===== src/xtq_pkg.sv =====
// Shared constants, types and codes for the XOR trie min/max query block.
package xtq_pkg;

  localparam int KEY_BITS   = 16;
  localparam int MAX_NODES  = 4096;
  localparam int COUNT_BITS = 16;

  localparam int NODE_W  = (MAX_NODES > 1) ? $clog2(MAX_NODES) : 1;
  localparam int DEPTH_W = $clog2(KEY_BITS + 1);

  typedef logic [NODE_W-1:0]     node_idx_t;
  typedef logic [COUNT_BITS-1:0] count_t;
  typedef logic [KEY_BITS-1:0]   key_t;
  typedef logic [DEPTH_W-1:0]    depth_t;

  localparam count_t COUNT_MAX = {COUNT_BITS{1'b1}};

  // Operation codes
  localparam logic [1:0] OP_INSERT  = 2'd0;
  localparam logic [1:0] OP_REMOVE  = 2'd1;
  localparam logic [1:0] OP_MIN_XOR = 2'd2;
  localparam logic [1:0] OP_MAX_XOR = 2'd3;

  // Status codes
  localparam logic [1:0] ST_OK     = 2'd0;
  localparam logic [1:0] ST_EMPTY  = 2'd1;
  localparam logic [1:0] ST_FULL   = 2'd2;
  localparam logic [1:0] ST_ABSENT = 2'd3;

  typedef struct packed {
    node_idx_t ch1;
    node_idx_t ch0;
    count_t    cnt;
  } node_t;

  typedef struct packed {
    logic      we;
    node_idx_t addr;
    node_t     data;
  } mem_wr_t;

  typedef struct packed {
    logic [1:0]  operation;
    logic [15:0] value;
  } in_item_t;

  typedef struct packed {
    logic [15:0] xor_result;
    logic [1:0]  status;
  } out_item_t;

endpackage


===== src/xtq_node_upd.sv =====
// Shared node update unit: count increment/decrement and child allocation.
module xtq_node_upd import xtq_pkg::*; (
  input  node_t     ent_i,
  input  logic      ins_i,
  input  logic      dir_i,
  input  logic      leaf_i,
  input  node_idx_t new_idx_i,
  output node_t     ent_o,
  output logic      alloc_o
);

  always_comb begin
    ent_o   = ent_i;
    alloc_o = 1'b0;
    if (ins_i) begin
      ent_o.cnt = ent_i.cnt + count_t'(1);
      if (!leaf_i) begin
        if (dir_i) begin
          if (ent_i.ch1 == '0) begin
            ent_o.ch1 = new_idx_i;
            alloc_o   = 1'b1;
          end
        end else begin
          if (ent_i.ch0 == '0) begin
            ent_o.ch0 = new_idx_i;
            alloc_o   = 1'b1;
          end
        end
      end
    end else begin
      ent_o.cnt = ent_i.cnt - count_t'(1);
    end
  end

endmodule


===== config.mk =====
export PLATFORM = sky130hd
export DESIGN_NAME = xtq_node_upd
export DESIGN_NICKNAME = d
export VERILOG_FILES = /design/src/xtq_pkg.sv /design/src/xtq_node_upd.sv
export SDC_FILE = /design/constraint.sdc
export NUM_CORES = 1
export LEC_CHECK = 0
export BUFFER_PORTS_ARGS = -buffer_cell sky130_fd_sc_hd__buf_4
export CORE_MARGIN = 2
export CORE_UTILIZATION = 40
export DETAILED_ROUTE_END_ITERATION = 8
export PLACE_DENSITY = 0.91
export SYNTH_ARGS = -nofsm -noshare
export SYNTH_HDL_FRONTEND = slang
export SYNTH_SLANG_ARGS = --single-unit

===== constraint.sdc =====
create_clock -name vclk -period 8.63
set_input_delay 1.726 -clock vclk [all_inputs]
set_output_delay 1.726 -clock vclk [all_outputs]
set_load 0.03 [all_outputs]

==> results of run 1 <==
-- cells by family (layout without fill, tap and decap cells) --
group	Yosys count	count (layout)	share of synthesized area [%]
compound gates	57	57	42.3
xor+xnor	15	15	14.7
fa+ha+maj	15	15	21.8
buf+inv	8	102	4.33
simple gates	28	28	16.9
-- tightest hold or removal path, delay by kind of cell --
family	cells	cell delay, ns
AO/OA/AOI/OAI	1	0.07
buffers and inverters	2	0.23
-- synthesized netlist by cell type (all sizes together) --
| cell | count | area [sq um] |
|---|---|---|
| a21oi | 12 | 60.1 |
| nor3 | 2 | 10.0 |
| nand4 | 1 | 6.26 |
| and4 | 2 | 20.0 |
| xor2 | 5 | 43.8 |
| o211ai | 2 | 15.0 |
| a211oi | 1 | 7.51 |
| nor4 | 4 | 25.0 |
| or4 | 1 | 7.51 |
| nand3 | 2 | 10.0 |
| o21ai | 7 | 35.0 |
| a21boi | 1 | 7.51 |
| nor2b | 1 | 6.26 |
| o21a | 2 | 15.0 |
| a21o | 27 | 203 |
| nor2 | 7 | 26.3 |
| fa | 1 | 20.0 |
| a41oi | 2 | 17.5 |
| nand2 | 5 | 18.8 |
| or2b | 1 | 8.76 |
| inv | 6 | 22.5 |
| and2 | 1 | 6.26 |
| xnor2 | 10 | 87.6 |
| ha | 14 | 175 |
| buf | 2 | 16.3 |
| a31oi | 3 | 18.8 |
| or2 | 1 | 6.26 |
-- layout make-up --
class / instances / area (sq um)
well taps: 28 / 35.0
fillers: 185 / 534
multi-input cells: 115 / 857
inverters: 6 / 22.5
repair buffers: 96 / 721
-- routing by layer --
layer | wire length, um | vias up
met1 | 1440 | 634
met2 | 2030 | 69
met3 | 315 | 2
met5 | 0 | -
li1 | - | 656
met4 | 30 | 0
-- worst min-delay path by stage --
stage | startpoint | end | slack [ns] | cells after the start
finish | ent_i[31] | ent_o[31] | 3.75 | 3
global route | ent_i[27] | ent_o[27] | 3.76 | 3
CTS | ent_i[31] | ent_o[31] | 3.76 | 3
detailed placement | ent_i[17] | ent_o[17] | 3.75 | 3
global placement | ent_i[32] | ent_o[32] | 3.75 | 3
floorplan | ent_i[0] | ent_o[0] | 3.58 | 1
-- power by group --
group	total, mW	internal [mW]	switching, mW
combinational	0.160	0.0679	0.0919
sequential	0	0	0
clock	0	0	0
-- through the flow --
| stage | hold slack, ns | worst slack [ns] |
|---|---|---|
| 6_report | 3.75 | 2.85 |
| 5_1_grt | 3.76 | 2.68 |
| 4_1_cts | 3.76 | 2.89 |
| 3_5_place_dp | 3.75 | 2.90 |
| 3_3_place_gp | 3.75 | 3.04 |
| 2_1_floorplan | 3.58 | 3.16 |
==> impl_metrics.tcl, run 1 <==
set metrics [dict create \
    initialDrtViolationCount 29 \
    critPathLaunchType "input pin" \
    irDropWorstVdd_mv 0.0813 \
    grtUsageTotal_pct 28.6 \
    ctsResizeCount 0 \
    path_cells "buf_4, inv_1, ha_1, a21oi_1, o21ai_1, a31oi_1, o21ai_1, a31oi_1, xnor2_1, buf_4" \
    tightest_slew_ns 0.485 \
    crit_end "ent_o[11]" \
    cpPeakStageDelay_ns 0.38 \
    required_ns 6.90 \
    crit_family "compound AO/OA/AOI/OAI gates" \
    synth_cells 123 \
    final-hold-violation-count 0 \
    via_count 1361 \
    die_y_um 51.3 \
    seq_area_frac_synth_pct 0 \
    io_buffers 96 \
    startpoint "ins_i" \
    final-seq-area_sq_um 0 \
    gr-usage-met3_pct 3.22 \
    die_x_um 51.3 \
    dieArea_sq_um 2630 \
    grt.busiest_layer "met2" \
    power_uw 160 \
    area_delta_synth_final_pct 82.5 \
    numSequentialCells 0 \
    via_per_inst 5.56 \
    place_inst 245 \
    placed_cell_area_sq_um 1640 \
    criticalPathCategory "input pin to primary output" \
    max_slew_margin_pct 67.6 \
    grt_util_met1_pct 31.3 \
    grt_max_degree 15 \
    final_core_util_pct 75.4 \
    final_antenna_net_count 0 \
    antenna_found_initial 0 \
    dpl.hpwl_um 3290 \
    rows 17 \
    overflow 0 \
    drc 0 \
    max_clock_freq_mhz 173 \
    num_antenna_cells 0 \
    totalWireLength_um 3820 \
    period_minus_slack_ns 5.78 \
    ios 96 \
    synth.avg_cell_area_sq_um 7.28 \
    wire_per_inst_um 15.6 \
    place_congestion 0.911 \
    yosys_warnings 0 \
    period_share_pct 67.0 \
    drv_slew 0 \
    min_path_type "input pin to primary output" \
    setup_tns_ns 0 \
    maxCapViolCount 0 \
    clockBufferCount 0 \
    p_per_area_nw_per_um2 97.7 \
    final_layout_size_suffix_gt1_share_pct 45.2 \
    grt_pass1_vias 1298 \
    rsz0062_at_grt "no" \
    setup_viol 0 \
    crit_buf_inv 3 \
    cp.arrival_ns 4.06 \
    core_sq_um 2170 \
    start_util_pct 41.3 \
    synth_nets 193 \
    syn_area_sq_um 896 \
    mostFrequentLayoutCells "buf_4 (96), a21o_1 (27), ha_1 (14)" \
    grtUsageMet2_pct 60.0 \
    dr.pass1.iters 4 \
    final_common_cell "buf_4" \
    postLayoutCellArea_sq_um 1640 \
    synth_cell_types 30 \
    outcome "finished, final reports clean" \
    grt_pass1_wl_um 5890 \
    nets 289 \
    cp_num_cells 10 \
    holdBufCountCts 0 \
    critPathMaxFanout 14 \
    fin_cells 245 \
    leakage_nw 0.946 \
    critPathCaptureType "primary output" \
    post_cts.repair.setup_buffers 0 \
    cp_slowest_cell "ha_1" \
]
Note: power is estimated with default switching activity, not from simulation.
==> run 2: changes to the inputs <==
--- a/config.mk
+++ b/config.mk
@@ -6,10 +6,11 @@
 export NUM_CORES = 1
 export LEC_CHECK = 0
 export BUFFER_PORTS_ARGS = -buffer_cell sky130_fd_sc_hd__buf_4
+export CORE_ASPECT_RATIO = 0.5
 export CORE_MARGIN = 2
-export CORE_UTILIZATION = 40
+export CORE_UTILIZATION = 33
 export DETAILED_ROUTE_END_ITERATION = 8
-export PLACE_DENSITY = 0.91
+export PLACE_DENSITY = 0.8
 export SYNTH_ARGS = -nofsm -noshare
 export SYNTH_HDL_FRONTEND = slang
 export SYNTH_SLANG_ARGS = --single-unit
==> constraint.sdc (replaced) <==
create_clock -name vclk -period 4.68
set_input_delay 0.936 -clock vclk [all_inputs]
set_output_delay 0.936 -clock vclk [all_outputs]
set_load 0.03 [all_outputs]
==> impl_metrics.tcl, run 2 (synthesis results as in run 1) <==
set metrics [dict create \
    power_switching_uw 164 \
    rows 13 \
    critPathCaptureType "primary output" \
    final-hold-violation-count 0 \
    rsz0062_at_grt "no" \
    criticalPathCategory "input pin to primary output" \
    post_cts.repair.setup_buffers 0 \
    irDropWorstVdd_mv 0.0731 \
    ctsResizeCount 0 \
    wire_per_inst_um 14.0 \
    holdWs_ns 2.17 \
    grt_max_degree 14 \
    start_util_pct 34.6 \
    via_count 1294 \
    switching_share_pct 56.7 \
    min_path_type "input pin to primary output" \
    dr.pass1.iters 4 \
    totalWireLength_um 3580 \
    clockBufferCount 0 \
    numSequentialCells 0 \
    num_antenna_cells 0 \
    startpoint "ins_i" \
    intPower_uw 126 \
    p_clk_share_pct 0 \
    drc 0 \
    grt_pass1_vias 1001 \
    nets 290 \
    setup_viol 0 \
    place_congestion 0.841 \
    cp.arrival_ns 2.98 \
    p_seq_share_pct 0 \
    critPathMaxFanout 5 \
    final_layout_size_suffix_gt1_share_pct 45.4 \
    antenna_found_initial 0 \
    period_minus_slack_ns 3.91 \
    p_per_area_nw_per_um2 175 \
    final_common_cell "buf_4" \
    leakage_nw 0.951 \
    io_buffers 96 \
    max_slew_margin_pct 71.0 \
    final-seq-area_sq_um 0 \
    grt_pass1_wl_um 4960 \
    area_delta_synth_final_pct 84.6 \
    ios 96 \
    power_uw 290 \
    required_ns 3.74 \
    initialDrtViolationCount 21 \
    via_per_inst 5.07 \
    critPathLaunchType "input pin" \
    cpPeakStageDelay_ns 0.31 \
    die_x_um 77.7 \
    setup_tns_ns 0 \
    dieArea_sq_um 3170 \
    dpl.hpwl_um 3080 \
    period_share_pct 83.6 \
    mostFrequentLayoutCells "buf_4 (97), a21o_1 (27), ha_1 (14)" \
    holdBufCountCts 0 \
    min-delay-start "ent_i[39]" \
    core_sq_um 2590 \
    cp_slowest_cell "a31oi_1" \
    path_cells "buf_4, inv_1, ha_1, a211oi_1, o21ai_1, a31oi_1, o21ai_1, a31oi_1, xnor2_1, buf_4" \
    tightest_slew_ns 0.434 \
    drv_slew 0 \
    grtUsageTotal_pct 19.7 \
    maxCapViolCount 0 \
    overflow 0 \
    die_y_um 40.8 \
    outcome "finished, final reports clean" \
    combPwrFrac_pct 100.0 \
    max_clock_freq_mhz 255 \
    final_antenna_net_count 0 \
]
[run 2: final cells by class]
| class | instances | area (sq um) |
|---|---|---|
| Fill cell | 249 | 932 |
| Timing Repair Buffer | 97 | 728 |
| Multi-Input combinational cell | 115 | 857 |
| Inverter | 6 | 22.5 |
| Tap cell | 37 | 46.3 |
[run 2: metal layers]
| metal | wire length [um] | GRT usage [%] | vias up |
|---|---|---|---|
| met2 | 1740 | 36.2 | 34 |
| li1 | - | - | 659 |
| met5 | 0 | 0 | - |
| met4 | 0 | 0 | 0 |
| met3 | 168 | 1.32 | 0 |
| met1 | 1680 | 27.8 | 601 |
[run 2: path summary, 6_finish.rpt]
kind	end	slack [ns]	depth (start not counted)
max	ent_o[11]	0.77	10
min	ent_o[39]	2.17	3
[run 2: power groups by stage]
stage | clock network, mW | logic (mW) | registers, mW
2_1_floorplan | 0 | 0.172 | 0
3_3_place_gp | 0 | 0.288 | 0
3_5_place_dp | 0 | 0.290 | 0
4_1_cts | 0 | 0.290 | 0
5_1_grt | 0 | 0.310 | 0
6_report | 0 | 0.290 | 0
[run 2: metrics by stage]
stage,setup WS (ns),util [%],instances,instance area (sq um)
global route,0.542,64.0,255,1650
finish,0.766,64.0,255,1650
detailed placement,0.790,64.0,255,1650
global placement,0.789,64.0,255,1650
floorplan,0.786,-,123,896
CTS,0.767,64.0,255,1650
[run 2: critical path: cells and delay by family]
family                   cells  cell delay [ns]
buffers and inverters        3             0.47
XOR/XNOR                     1             0.14
adder cells (fa/ha/maj)      1             0.29
AO/OA/AOI/OAI                5             1.14
